--- config.mk ---
export PLATFORM = sky130hd
export DESIGN_NAME = bus_slot_occupancy_tracker
export DESIGN_NICKNAME = d
export VERILOG_FILES = /design/src/design/bsot_pkg.sv /design/src/design/bsot_div.sv /design/src/design/bus_slot_occupancy_tracker.sv
export SDC_FILE = /design/constraint.sdc
export NUM_CORES = 2
export LEC_CHECK = 0
export ABC_CLOCK_PERIOD_IN_PS = 6750
export BUFFER_PORTS_ARGS = -buffer_cell sky130_fd_sc_hd__buf_2
export CAP_MARGIN = 25
export CORE_ASPECT_RATIO = 1.1
export CORE_MARGIN = 2
export CORE_UTILIZATION = 60
export DETAILED_ROUTE_END_ITERATION = 6
export GPL_TIMING_DRIVEN = 0
export HOLD_SLACK_MARGIN = 0.15
export MAX_ROUTING_LAYER = met4
export PLACE_DENSITY = 0.84
export SLEW_MARGIN = 20
export SYNTH_ARGS = -nofsm -noshare
export SYNTH_HDL_FRONTEND = slang
export SYNTH_SLANG_ARGS = --single-unit
--- constraint.sdc ---
create_clock -name clk -period 6.75 [get_ports clk]
set_input_delay 0.675 -clock clk [delete_from_list [all_inputs] [get_ports clk]]
set_output_delay 0.675 -clock clk [all_outputs]
set_load 0.005 [all_outputs]
--- src/design/bsot_pkg.sv ---
// Shared types and constants for the bus slot occupancy tracker.
`default_nettype none
package bsot_pkg;

	// Item kinds carried on the input tuser
	typedef enum logic [2:0] {
		K_CLEAR = 3'd0,
		K_POLL  = 3'd1,
		K_TOKEN = 3'd2,
		K_EMIT  = 3'd3,
		K_QUERY = 3'd4,
		K_NTH   = 3'd5,
		K_RAND  = 3'd6,
		K_OWN   = 3'd7
	} kind_t;

	// Configuration register indexes
	localparam logic [1:0] REG_RESERVED = 2'd0;
	localparam logic [1:0] REG_NO_TOKEN = 2'd1;
	localparam logic [1:0] REG_SLOT     = 2'd2;

	// Register reset values
	localparam logic [6:0] RESERVED_RST = 7'd32;
	localparam logic [9:0] NO_TOKEN_RST = 10'd500;
	localparam logic [6:0] SLOT_RST     = 7'd10;

	// Slot flag bits
	localparam int FLAG_W   = 4;
	localparam int F_POLL_B = 0;
	localparam int F_EMIT_B = 1;
	localparam int F_TOK_B  = 2;
	localparam int F_RSV_B  = 3;
	localparam logic [FLAG_W-1:0] F_POLL = 4'b0001;
	localparam logic [FLAG_W-1:0] F_EMIT = 4'b0010;
	localparam logic [FLAG_W-1:0] F_TOK  = 4'b0100;
	localparam logic [FLAG_W-1:0] F_RSV  = 4'b1000;

	localparam logic [7:0]  NONE_SLOT = 8'hFF;
	localparam logic [15:0] SIL_MAX   = 16'hFFFF;

	// Shared remainder unit
	localparam int DIV_DW    = 16;
	localparam int DIV_RW    = 9;
	localparam int DIV_STEPS = DIV_DW;

	typedef struct packed {
		logic              start;
		logic [DIV_DW-1:0] dividend;
		logic [DIV_RW-1:0] divisor;
	} div_req_t;

	typedef struct packed {
		logic              done;
		logic [DIV_RW-1:0] rem;
	} div_rsp_t;

	// Sequencer states
	typedef enum logic [3:0] {
		ST_IDLE,
		ST_DECODE,
		ST_OWN_GO,
		ST_OWN_WAIT,
		ST_MUL,
		ST_SIL,
		ST_RD,
		ST_WR,
		ST_SCAN_INIT,
		ST_SCAN,
		ST_SCAN_END,
		ST_EVAL,
		ST_RND_GO,
		ST_RND_WAIT,
		ST_FIN
	} state_t;

endpackage
`default_nettype wire

--- src/design/bsot_div.sv ---
// Restoring remainder unit, one dividend bit per cycle.
`default_nettype none
module bsot_div (
	input  wire logic               clk,
	input  wire logic               arst_n,
	input  wire bsot_pkg::div_req_t req,
	output bsot_pkg::div_rsp_t      rsp
);
	import bsot_pkg::*;

	localparam int CNT_W = $clog2(DIV_STEPS);

	logic              busy_q;
	logic              done_q;
	logic [CNT_W-1:0]  cnt_q;
	logic [DIV_DW-1:0] dvd_q;
	logic [DIV_RW-1:0] dvs_q;
	logic [DIV_RW-1:0] rem_q;
	logic [DIV_RW:0]   trial;
	logic [DIV_RW:0]   diff;

	// trial remainder with the next dividend bit shifted in
	assign trial = {rem_q, dvd_q[DIV_DW-1]};
	assign diff  = trial - {1'b0, dvs_q};

	// control
	always_ff @(posedge clk or negedge arst_n) begin
		if (!arst_n) begin
			busy_q <= 1'b0;
			done_q <= 1'b0;
			cnt_q  <= '0;
		end else begin
			done_q <= 1'b0;
			if (req.start) begin
				busy_q <= 1'b1;
				cnt_q  <= '0;
			end else if (busy_q) begin
				cnt_q <= cnt_q + 1'b1;
				if (cnt_q == CNT_W'(DIV_STEPS - 1)) begin
					busy_q <= 1'b0;
					done_q <= 1'b1;
				end
			end
		end
	end

	// datapath
	always_ff @(posedge clk) begin
		if (req.start) begin
			dvd_q <= req.dividend;
			dvs_q <= req.divisor;
			rem_q <= '0;
		end else if (busy_q) begin
			dvd_q <= {dvd_q[DIV_DW-2:0], 1'b0};
			if (trial >= {1'b0, dvs_q})
				rem_q <= diff[DIV_RW-1:0];
			else
				rem_q <= trial[DIV_RW-1:0];
		end
	end

	assign rsp.done = done_q;
	assign rsp.rem  = rem_q;

endmodule
`default_nettype wire

--- src/design/bus_slot_occupancy_tracker.sv ---
// Top level: slot flag table, scan sequencer and output register.
//
// Tracks the free station addresses of a token bus. Input beats on the s_ side
// carry the item kind in s_tuser and address, rank and random word in s_tdata;
// each beat yields exactly one result beat on the m_ side. The user must write
// configuration on cfg_we/cfg_index/cfg_data only while the block is idle; the
// block itself does not enforce this. An item is handled by a sequencer around
// one shared 16-bit remainder unit and a sweep of the flag table, one slot a
// cycle through the single read port of the flag memory. Queries, rank picks
// and own address take one sweep; in-range mark events first update their entry;
// clear items take a remainder for the own address (none when no slot is
// unreserved) before their sweep; a random pick sweeps, takes a remainder and
// sweeps again (one sweep when no slot is free). s_tready is high only when
// idle, so an item is accepted only after the previous result is loaded into
// the output register. Reset clears the table by valid bits (reserved below 32),
// sets the own address to 32 and its silence time from the reset registers; no
// sweep is needed after reset. A clear item drops all valid bits at once. A
// finished result waits in the output register; the next item is accepted
// meanwhile, and its own result is held back until the register is taken.
`default_nettype none
module bus_slot_occupancy_tracker #(
	parameter int SLOTS = 128
) (
	input  wire logic        clk,
	input  wire logic        arst_n,
	input  wire logic        s_tvalid,
	output logic             s_tready,
	input  wire logic [31:0] s_tdata,  // slot_address, free_rank, random_word
	input  wire logic [2:0]  s_tuser,  // kind
	output logic             m_tvalid,
	input  wire logic        m_tready,
	// next token holder, free_count, picked_slot, address_free, cycle_complete,
	// own_address, own_time_slot, zero fill
	output logic [55:0]      m_tdata,
	input  wire logic        cfg_we,
	input  wire logic [1:0]  cfg_index,
	input  wire logic [9:0]  cfg_data
);
	import bsot_pkg::*;

	localparam int IW      = $clog2(SLOTS);
	localparam int SIL_RAW = 500 + (SLOTS + 32) * 10;
	localparam int SIL_RST = (SIL_RAW > 65535) ? 65535 : SIL_RAW;

	// configuration
	logic [6:0] rsv_cnt_q;
	logic [9:0] no_tok_q;
	logic [6:0] slot_tm_q;

	// sequencer and item
	state_t      state_q, state_nxt;
	kind_t       kind_q;
	logic [7:0]  addr_q;
	logic [8:0]  target_q;
	logic [15:0] rnd_q;
	logic        pass2_q;
	logic        in_range;

	// persistent state
	logic [7:0]  own_q;
	logic [15:0] sil_q;
	logic        poll_done_q;
	logic [6:0]  rc_clr_q;
	logic [16:0] prod_q;
	logic        poll_old_q;
	logic [IW-1:0] s0_q;
	logic [8:0]  wrap_v;

	// flag memory with valid bits
	logic [FLAG_W-1:0] flag_mem [SLOTS];
	logic [SLOTS-1:0]  fvld_q;
	logic              mem_rd, mem_we, clr_all;
	logic [IW-1:0]     raddr, waddr;
	logic [FLAG_W-1:0] wdata;
	logic [FLAG_W-1:0] rd_data_s1;
	logic              rd_fvld_s1;
	logic [IW-1:0]     idx_s1;
	logic              scan_rd;
	logic              pend_s1;
	logic [FLAG_W-1:0] eff_flags;
	logic [FLAG_W-1:0] mark;

	// sweep accumulators
	logic [IW-1:0] scan_q;
	logic [8:0]    cnt_q;
	logic          found_q, tge_q, tany_q, afree_q;
	logic [IW-1:0] pick_q, tge_idx_q, tany_idx_q;
	logic          slot_free;

	// remainder unit
	div_req_t div_req;
	div_rsp_t div_rsp;

	// output
	logic        m_vld_q;
	logic [55:0] m_data_q;
	logic        out_load;
	logic        poll_nxt;
	logic [7:0]  next_o, pick_o;
	logic [17:0] sil_sum;

	bsot_div u_div (
		.clk    (clk),
		.arst_n (arst_n),
		.req    (div_req),
		.rsp    (div_rsp)
	);

	assign in_range = ({1'b0, addr_q} < 9'(SLOTS));

	// start of the token search: slot_address+1 folded into the table
	always_comb begin
		wrap_v = {1'b0, addr_q} + 9'd1;
		for (int j = 5; j >= 0; j--) begin
			if (32'(wrap_v) >= 32'(SLOTS << j))
				wrap_v = wrap_v - 9'(SLOTS << j);
		end
	end

	// configuration writes
	always_ff @(posedge clk or negedge arst_n) begin
		if (!arst_n) begin
			rsv_cnt_q <= RESERVED_RST;
			no_tok_q  <= NO_TOKEN_RST;
			slot_tm_q <= SLOT_RST;
		end else if (cfg_we) begin
			unique case (cfg_index)
				REG_RESERVED: rsv_cnt_q <= cfg_data[6:0];
				REG_NO_TOKEN: no_tok_q  <= cfg_data;
				REG_SLOT:     slot_tm_q <= cfg_data[6:0];
				default: ;
			endcase
		end
	end

	// state register
	always_ff @(posedge clk or negedge arst_n) begin
		if (!arst_n)
			state_q <= ST_IDLE;
		else
			state_q <= state_nxt;
	end

	// next state and strobes
	always_comb begin
		state_nxt = state_q;
		div_req   = '0;
		mem_rd    = 1'b0;
		scan_rd   = 1'b0;
		raddr     = scan_q;
		s_tready  = 1'b0;
		out_load  = 1'b0;
		unique case (state_q)
			ST_IDLE: begin
				s_tready = 1'b1;
				if (s_tvalid)
					state_nxt = ST_DECODE;
			end
			ST_DECODE: begin
				priority if (kind_q == K_CLEAR)
					state_nxt = (9'(rsv_cnt_q) < 9'(SLOTS)) ? ST_OWN_GO : ST_MUL;
				else if ((kind_q == K_POLL || kind_q == K_TOKEN || kind_q == K_EMIT)
						&& in_range)
					state_nxt = ST_RD;
				else
					state_nxt = ST_SCAN_INIT;
			end
			ST_OWN_GO: begin
				div_req.start    = 1'b1;
				div_req.dividend = rnd_q;
				div_req.divisor  = 9'(SLOTS) - 9'(rsv_cnt_q);
				state_nxt        = ST_OWN_WAIT;
			end
			ST_OWN_WAIT: begin
				if (div_rsp.done)
					state_nxt = ST_MUL;
			end
			ST_MUL: state_nxt = ST_SIL;
			ST_SIL: state_nxt = ST_SCAN_INIT;
			ST_RD: begin
				mem_rd    = 1'b1;
				raddr     = addr_q[IW-1:0];
				state_nxt = ST_WR;
			end
			ST_WR: state_nxt = ST_SCAN_INIT;
			ST_SCAN_INIT: state_nxt = ST_SCAN;
			ST_SCAN: begin
				mem_rd  = 1'b1;
				scan_rd = 1'b1;
				if (scan_q == IW'(SLOTS - 1))
					state_nxt = ST_SCAN_END;
			end
			ST_SCAN_END: state_nxt = ST_EVAL;
			ST_EVAL: begin
				if (kind_q == K_RAND && !pass2_q && cnt_q != 9'd0)
					state_nxt = ST_RND_GO;
				else
					state_nxt = ST_FIN;
			end
			ST_RND_GO: begin
				div_req.start    = 1'b1;
				div_req.dividend = rnd_q;
				div_req.divisor  = cnt_q;
				state_nxt        = ST_RND_WAIT;
			end
			ST_RND_WAIT: begin
				if (div_rsp.done)
					state_nxt = ST_SCAN_INIT;
			end
			ST_FIN: begin
				if (!m_vld_q || m_tready) begin
					out_load  = 1'b1;
					state_nxt = ST_IDLE;
				end
			end
			default: state_nxt = ST_IDLE;
		endcase
	end

	// effective flags of the entry just read; unwritten entries read as cleared
	assign eff_flags = rd_fvld_s1 ? rd_data_s1 :
		((9'(idx_s1) < 9'(rc_clr_q)) ? F_RSV : '0);
	assign slot_free = (eff_flags == F_POLL);

	always_comb begin
		unique case (kind_q)
			K_POLL:  mark = F_POLL;
			K_TOKEN: mark = F_TOK;
			K_EMIT:  mark = F_EMIT;
			default: mark = '0;
		endcase
	end

	assign mem_we  = (state_q == ST_WR);
	assign waddr   = addr_q[IW-1:0];
	assign wdata   = eff_flags | mark;
	assign clr_all = (state_q == ST_DECODE) && (kind_q == K_CLEAR);

	// flag memory
	always_ff @(posedge clk) begin
		if (mem_we)
			flag_mem[waddr] <= wdata;
		if (mem_rd) begin
			rd_data_s1 <= flag_mem[raddr];
			rd_fvld_s1 <= fvld_q[raddr];
			idx_s1     <= raddr;
		end
	end

	// valid bits
	always_ff @(posedge clk or negedge arst_n) begin
		if (!arst_n)
			fvld_q <= '0;
		else if (clr_all)
			fvld_q <= '0;
		else if (mem_we)
			fvld_q[waddr] <= 1'b1;
	end

	// second-pass flag, cleared reserved count, own address, silence time and poll cycle flag
	always_ff @(posedge clk or negedge arst_n) begin
		if (!arst_n) begin
			own_q       <= 8'(RESERVED_RST);
			sil_q       <= 16'(SIL_RST);
			poll_done_q <= 1'b0;
			rc_clr_q    <= RESERVED_RST;
			pass2_q     <= 1'b0;
		end else begin
			unique case (state_q)
				ST_IDLE: begin
					if (s_tvalid)
						pass2_q <= 1'b0;
				end
				ST_DECODE: begin
					if (kind_q == K_CLEAR) begin
						rc_clr_q    <= rsv_cnt_q;
						poll_done_q <= 1'b0;
						own_q       <= {1'b0, rsv_cnt_q};
					end
					if (kind_q == K_OWN)
						own_q <= addr_q;
				end
				ST_OWN_WAIT: begin
					if (div_rsp.done)
						own_q <= 8'(9'(rsv_cnt_q) + div_rsp.rem);
				end
				ST_SIL: sil_q <= (sil_sum > 18'(SIL_MAX)) ? SIL_MAX : sil_sum[15:0];
				ST_RND_WAIT: begin
					if (div_rsp.done)
						pass2_q <= 1'b1;
				end
				ST_FIN: begin
					if (out_load)
						poll_done_q <= poll_nxt;
				end
				default: ;
			endcase
		end
	end

	assign sil_sum = 18'(no_tok_q) + 18'(prod_q);

	// item payload and per-item working values
	always_ff @(posedge clk) begin
		if (state_q == ST_IDLE && s_tvalid) begin
			kind_q   <= kind_t'(s_tuser);
			addr_q   <= s_tdata[7:0];
			target_q <= {1'b0, s_tdata[15:8]};
			rnd_q    <= s_tdata[31:16];
		end
		if (state_q == ST_DECODE)
			s0_q <= wrap_v[IW-1:0];
		if (state_q == ST_MUL)
			prod_q <= (17'(SLOTS) + 17'(own_q)) * 17'(slot_tm_q);
		if (state_q == ST_WR)
			poll_old_q <= eff_flags[F_POLL_B];
		if (state_q == ST_RND_WAIT && div_rsp.done)
			target_q <= div_rsp.rem;
	end

	// sweep over the table, one entry a cycle
	always_ff @(posedge clk or negedge arst_n) begin
		if (!arst_n) begin
			pend_s1 <= 1'b0;
			scan_q  <= '0;
			cnt_q   <= '0;
			found_q <= 1'b0;
			tge_q   <= 1'b0;
			tany_q  <= 1'b0;
			afree_q <= 1'b0;
		end else begin
			pend_s1 <= scan_rd;
			if (state_q == ST_SCAN_INIT) begin
				scan_q  <= '0;
				cnt_q   <= '0;
				found_q <= 1'b0;
				tge_q   <= 1'b0;
				tany_q  <= 1'b0;
				afree_q <= 1'b0;
			end else begin
				if (scan_rd)
					scan_q <= scan_q + 1'b1;
				if (pend_s1) begin
					if (slot_free) begin
						cnt_q <= cnt_q + 9'd1;
						if (!found_q && cnt_q == target_q)
							found_q <= 1'b1;
					end
					if (eff_flags[F_TOK_B]) begin
						tany_q <= 1'b1;
						if (idx_s1 >= s0_q)
							tge_q <= 1'b1;
					end
					if (8'(idx_s1) == addr_q)
						afree_q <= slot_free;
				end
			end
		end
	end

	// sweep indexes
	always_ff @(posedge clk) begin
		if (pend_s1) begin
			if (slot_free && !found_q && cnt_q == target_q)
				pick_q <= idx_s1;
			if (eff_flags[F_TOK_B]) begin
				if (!tany_q)
					tany_idx_q <= idx_s1;
				if (!tge_q && idx_s1 >= s0_q)
					tge_idx_q <= idx_s1;
			end
		end
	end

	// result fields
	always_comb begin
		priority if (tge_q)
			next_o = 8'(tge_idx_q);
		else if (tany_q)
			next_o = 8'(tany_idx_q);
		else
			next_o = NONE_SLOT;
		if (found_q && (kind_q == K_NTH || (kind_q == K_RAND && pass2_q)))
			pick_o = 8'(pick_q);
		else
			pick_o = NONE_SLOT;
		poll_nxt = poll_done_q ||
			(kind_q == K_POLL && in_range && poll_old_q && cnt_q != 9'd0);
	end

	// output register
	always_ff @(posedge clk or negedge arst_n) begin
		if (!arst_n)
			m_vld_q <= 1'b0;
		else if (out_load)
			m_vld_q <= 1'b1;
		else if (m_tready)
			m_vld_q <= 1'b0;
	end

	always_ff @(posedge clk) begin
		if (out_load)
			m_data_q <= {5'b0, sil_q, own_q, poll_nxt, afree_q, pick_o, cnt_q, next_o};
	end

	assign m_tvalid = m_vld_q;
	assign m_tdata  = m_data_q;

endmodule
`default_nettype wire

After elaboration in Yosys (flattened, before gate mapping)
Memory sizes are Yosys's and may differ from the RTL's. A register that Yosys moved wholly into a read port is not among the register bits. Cells that the tools add are included.

Add/sub/neg operators: 11. Multiply operators: 1. Divide/modulo/power cells: 0. $lt $le $gt $ge: 10. Equality and inequality tests: 35. Shift-type cells: 0. Multiplexer cells: 77. Bitwise gates (word level): 3. Reduce and logical (&&, ||, !) cells: 61.

Operator list (count): $mux W128 (2); $or A128 B128 Y128 (1); $mux W9 (7); $pmux W4 S14 (1); $pmux W26 S2 (1); $mux W16 (3); $mux W4 (11); $mux W8 (5); $mux W1 (35); $mux W7 (5); $eq A4 B4 Y1 const B (8); $reduce_bool A2 Y1 (14); $reduce_and A3 Y1 (7); $add A10 B17 Y18 (1); $gt A18 B16 Y1 const B (1); $eq A4 B3 Y1 const B (4); $logic_and A1 B1 Y1 (16); $lt A7 B8 Y1 const B (2); $mul A9 B7 Y16 (1); $pmux W8 S2 (1); $reduce_and A2 Y1 (8); $ge A10 B9 Y1 (1); $ne A2 B2 Y1 const B (5); $add A8 B1 Y9 const B (1); other kinds (42) (57).

Register bits: 392. Latch bits: 0. RAM bits: 512. Bits in read-only memories: 0. Word-level logic and storage cells: 238. Memories: 1.

Memories: flag_mem (words 128, width 4, rd ports 1, clocked after Yosys merged registers in 1, wr ports 1, RTL line bus_slot_occupancy_tracker.sv:70) `logic [FLAG_W-1:0] flag_mem [SLOTS];`.

Depth between registers and ports, before layout
Depth after elaboration: 7. Mapped depth: 17.

Hierarchy
A second synthesis with hierarchy kept.

Cells, all modules: 3073. Area, all modules: 39756.9 µm².

By module, submodules not included: bus_slot_occupancy_tracker (instances 1, cells each 2905, area an instance 37727.4 µm²); bsot_div (instances 1, cells each 168, area an instance 2029.4 µm²).

Worst setup path before layout
No wires, ideal clock.

Kind: flip-flop to flip-flop. Start: register state_q[2]. End: register m_data_q[0] (netlist: m_tdata[0]), enable pin. Library setup time: 0.536 ns. Arrival: 4.699 ns. Data required time: 6.214 ns. Setup slack: 1.515 ns. Cell stages (with the launch flop): 5. Buffers on the path: 2. Cells stage by stage: dfrtp_1 -> buf_2 -> clkbuf_1 -> nand2_1 -> nor3b_1.

Longest elaborated chain between the ends: 2.

Ends and longest elaborated chain: from (decl) (RTL line bus_slot_occupancy_tracker.sv:51) `state_t state_q, state_nxt;`; from (signal assigned) (RTL line bus_slot_occupancy_tracker.sv:141) `state_q <= state_nxt;`; $eq A4 B4 Y1 (RTL line bus_slot_occupancy_tracker.sv:153) `unique case (state_q)`; $mux W1 (RTL line bus_slot_occupancy_tracker.sv:153); net out_load (RTL line bus_slot_occupancy_tracker.sv:97) `logic out_load;`; to (signal assigned) (RTL line bus_slot_occupancy_tracker.sv:403) `m_data_q <= {5'b0, sil_q, own_q, poll_nxt, afree_q, pick_o, cnt_q, next_o};`; to (decl) (RTL line bus_slot_occupancy_tracker.sv:96) `logic [55:0] m_data_q;`.

The timed path passes the listed nets, and every way through them passes these cells. A chain may end at the register's enable or synchronous reset.

Final worst setup path
Start: register slot_tm_q[6]. End: register prod_q[14] (data pin).

Longest elaborated chain between the ends: 1.

Ends and longest elaborated chain: from (decl) (RTL line bus_slot_occupancy_tracker.sv:48) `logic [6:0] slot_tm_q;`; from (signal assigned) (RTL line bus_slot_occupancy_tracker.sv:130) `REG_SLOT: slot_tm_q <= cfg_data[6:0];`; $mul A9 B7 Y16 (RTL line bus_slot_occupancy_tracker.sv:314) `prod_q <= (17'(SLOTS) + 17'(own_q)) * 17'(slot_tm_q);`; to (signal assigned) (RTL line bus_slot_occupancy_tracker.sv:314); to (decl) (RTL line bus_slot_occupancy_tracker.sv:64) `logic [16:0] prod_q;`.

No other way between the ends.

==> run_results.csv <==
group,metric,value,unit
outcome,status,"complete, no violations",
placement,dp_slack,2100,ps
finish,fin_cells,4151,
logic_synthesis,synth-seq-cells,907,
worst_setup_path,cp-endpoint,"prod_q[14]$_DFFE_PP_",
pwr,vdd_drop_max,0.000202,V
finish,drive_gt1_share,11.5,%
pwr,power_frac_seq,53.6,%
logic_synthesis,yosys-top-cells-count,"edfxtp_1, nor2_1, mux2i_1, nand2_1, dfrtp_1",
pwr,clockPowerShare,43.7,%
timing,rsz0062_at_grt,"no",
logic_synthesis,synth_area_leader_cell,"edfxtp_1",
die,pin_count,110,
routing,drc,0,
grt,antenna_found_initial,2,
placement,gp_congestion,0.971,
worst_setup_path,crit_path_max_fanout,10,
logic_synthesis,syn_inst,3006,
worst_setup_path,ff2ff_setup_slack,2010,ps
logic_synthesis,synth.distinct_cells,69,
worst_setup_path,startpoint_type,"flop",
routing,dr.first_iter.drc_count,3399,
die,start_util,60.8,%
clock_network,post_cts_resize_count,0,
timing,period_needed,4740,ps
worst_setup_path,crit_slowest_cell,"fa_1",
grt,grt_first_pass_wirelength,155000,µm
timing,slew_headroom,22.6,%
routing,routedWlPerCell,24.8,µm
hold_path,hold_path_class,"primary input to flop",
pwr,power_switching,0.00230,W
worst_setup_path,crit_path_end_kind,"flop",
worst_setup_path,reg2reg_to,"prod_q[14]$_DFFE_PP_",
timing,tightest_slew,1160,ps
timing,timing.fmax,211,MHz
die,die_w,249,µm
timing,maxSlewViolCount,0,
pwr,p_int,0.00894,W
logic_synthesis,syn_area,0.0396,mm²
logic_synthesis,synth-edff-count,681,
placement,dp_cells,3982,
clock_network,cts_buffer_depth,3,
logic_synthesis,yosys.area.top_type_share,51.6,%
pwr,p_leak,18.2,nW
worst_setup_path,crit_type,"flop to flop",
routing,ant_nets,0,
grt,grt_max_degree,90,
logic_synthesis,seq_area_frac_synth,65.8,%
placement,port_buffers,104,
clock_network,root_buffer,"clkbuf_16",
timing,setup_viol,0,
worst_setup_path,critPathMaxStageDelay,550,ps
finish,post-route-util,68.2,%
routing,routed_wl,103000,µm
worst_setup_path,cp_common_cell,"fa_1",
pwr,switching_share,20.4,%
grt,grt_use_total,31.1,%
pwr,pwr-share-comb,2.7,%
timing,hold_violations,0,
die,die_h,273,µm
worst_setup_path,path_cells,"clkbuf_1 -> nand2_1 -> fa_1 -> fa_1 -> inv_1 -> fa_1 -> inv_1 -> fa_1 -> inv_1 -> ha_1 -> nor2b_1 -> o211ai_1 -> nand2_1 -> a41oi_1 -> a21oi_1 -> xor2_1",
clock_network,htree_levels,3,
grt,grt.overflow.total,0,
finish,fin_nets,3391,
logic_synthesis,avgSynthCellArea,13.2,µm²
grt,first_global_vias,26700,
placement,post-dp-hpwl,69700,µm
clock_network,clkTransAtPathRegs,60,ps
job,maxCapViolCount,0,
worst_setup_path,r2r_start,"slot_tm_q[6]$_DFFE_PN0P_",
clock_network,insertion_delay,650,ps
logic_synthesis,synthArstFlopShare,23.9,%
logic_synthesis,synthTopCellsByArea,"edfxtp_1, dfrtp_1, mux2i_1",
die,rows,98,
pwr,powerDensity,253,mW/mm²
clock_network,cts_made_buffers,88,
clock_network,cts_tree,"built",
routing,drtPass1Iterations,6,
die,design.core.area,0.0651,mm²
worst_setup_path,crit_required,7120,ps
logic_synthesis,yosysWarnings,0,
finish,area_growth,12.2,%
worst_setup_path,cp.arrival,5120,ps
clock_network,cts_setup_buffers,0,
timing,timing.hold.ws,207,ps
logic_synthesis,synth_ff_type,"edfxtp_1",
routing,vias,26600,
routing,viasPerCell,6.40,
die,die_area,0.0681,mm²
clock_network,cts_sinks,907,
timing,finalClockSkew,26.5,ps
timing,fin_crit_sh,70.3,%
worst_setup_path,setup.worst_path.start,"slot_tm_q[6]$_DFFE_PN0P_",
logic_synthesis,yosysMostFrequentCell,"edfxtp_1",
clock_network,ctsHoldBuffers,1,
worst_setup_path,r2r_cells,16,
timing,setup_slack,2010,ps
-- kinds of logic (layout without fill, tap and decap cells) --
family                     count (synthesis)  in the layout  share of synthesized area [%]
AOI/OAI and AO/OA                        499            499                           7.91
xor gates and xnor gates                  73             73                           1.61
adders and majority gates                114            114                           4.30
buffers and inverters                    238            523                           2.65
DFF                                      907            907                           65.8
muxes                                    313            313                           8.07
other                                      1             11                        0.00947
and+or+nand+nor                          861            861                           9.59
-- through the flow --
step / instance area (µm²) / setup TNS (ps) / total power, W
floorplan: 39600 / 0 / 0.00632
global placement: 41200 / -18100 / 0.00642
detailed placement: 41500 / 0 / 0.00644
CTS: 44400 / 0 / 0.0113
global route: 44400 / 0 / 0.0115
finish: 44400 / 0 / 0.0112
-- metal layers --
| layer | share of wire, % | track usage (%) |
|---|---|---|
| met4 | 5.3 | 15.7 |
| met5 | 0 | - |
| met3 | 9.8 | 5.62 |
| met2 | 48 | 50.8 |
| met1 | 37 | 37.6 |
-- layout by cell type (no fill, tap or decap), types with 26 or more instances in the layout --
cell type / Yosys / routed
a21oi_1: 108 / 108
and2_1: 49 / 49
buf_2: 43 / 150
clkbuf_1: 72 / 101
clkbuf_16: 0 / 91
dfrtp_1: 202 / 202
edfxtp_1: 681 / 681
fa_1: 37 / 37
ha_1: 77 / 77
inv_1: 85 / 84
mux2_2: 31 / 31
mux2i_1: 280 / 280
nand2_1: 254 / 254
nand3_1: 26 / 26
nor2_1: 365 / 364
nor3_1: 39 / 39
nor4_1: 38 / 36
o21a_1: 62 / 62
o21ai_0: 92 / 92
o22ai_1: 138 / 138
xnor2_1: 41 / 41
xor2_1: 32 / 32
-- area by class of cell --
type,count,area (µm²)
multi-input combinational,1867,12600
inverter,88,333
timing repair buffer,123,806
fill,4312,20700
clock inverter,33,374
antenna,4,10.0
clock buffer,129,2490
buffer,150,721
tap,850,1060
sequential,907,26100
-- worst min path at each step --
| stage | from | end | slack, ps | depth (start not counted) |
|---|---|---|---|---|
| floorplan | arst_n | afree_q$_DFFE_PN0P_ | 380 | 0 |
| global placement | cnt_q[5]$_DFFE_PN0P_ | m_tdata[13]$_DFFE_PP_ | 430 | 0 |
| detailed placement | sil_q[12]$_DFFE_PN0P_ | m_tdata[47]$_DFFE_PP_ | 440 | 0 |
| CTS | s_tdata[0] | addr_q[0]$_DFFE_PP_ | 190 | 1 |
| global route | s_tdata[5] | addr_q[5]$_DFFE_PP_ | 200 | 1 |
| finish | s_tuser[1] | kind_q[1]$_DFFE_PP_ | 210 | 1 |
-- worst max-delay path, delay by kind of cell (launching register included) --
family	cells	cell delay [ps]
flip-flops	1	320
XOR/XNOR	1	150
AO/OA/AOI/OAI	3	620
AND/OR/NAND/NOR	3	450
adder cells (fa/ha/maj)	5	2460
buffers and inverters	4	470
-- power groups by stage --
stage / logic, W / registers [W] / clock network [W]
6_report: 0.000309 / 0.00602 / 0.00491
5_1_grt: 0.000345 / 0.00602 / 0.00513
4_1_cts: 0.000310 / 0.00602 / 0.00492
3_5_place_dp: 0.000305 / 0.00613 / 0
3_3_place_gp: 0.000286 / 0.00613 / 0
2_1_floorplan: 0.000208 / 0.00611 / 0
-- registers in the layout (all words and copies together), names as in the netlist, 7 cells and up --
name and flops:
target_q 9, u_div.dvs_q 9, rnd_q 16, rsv_cnt_q 7, u_div.dvd_q 16, no_tok_q 10, cnt_q 9, flag_mem 512
m_tdata 51, idx_s1 7, sil_q 16, prod_q 16, tge_idx_q 7, tany_idx_q 7, fvld_q 128, rc_clr_q 7
pick_q 7, u_div.rem_q 9, addr_q 8, own_q 8, slot_tm_q 7, scan_q 7, s0_q 7
Power figures use the tool's default switching activity.
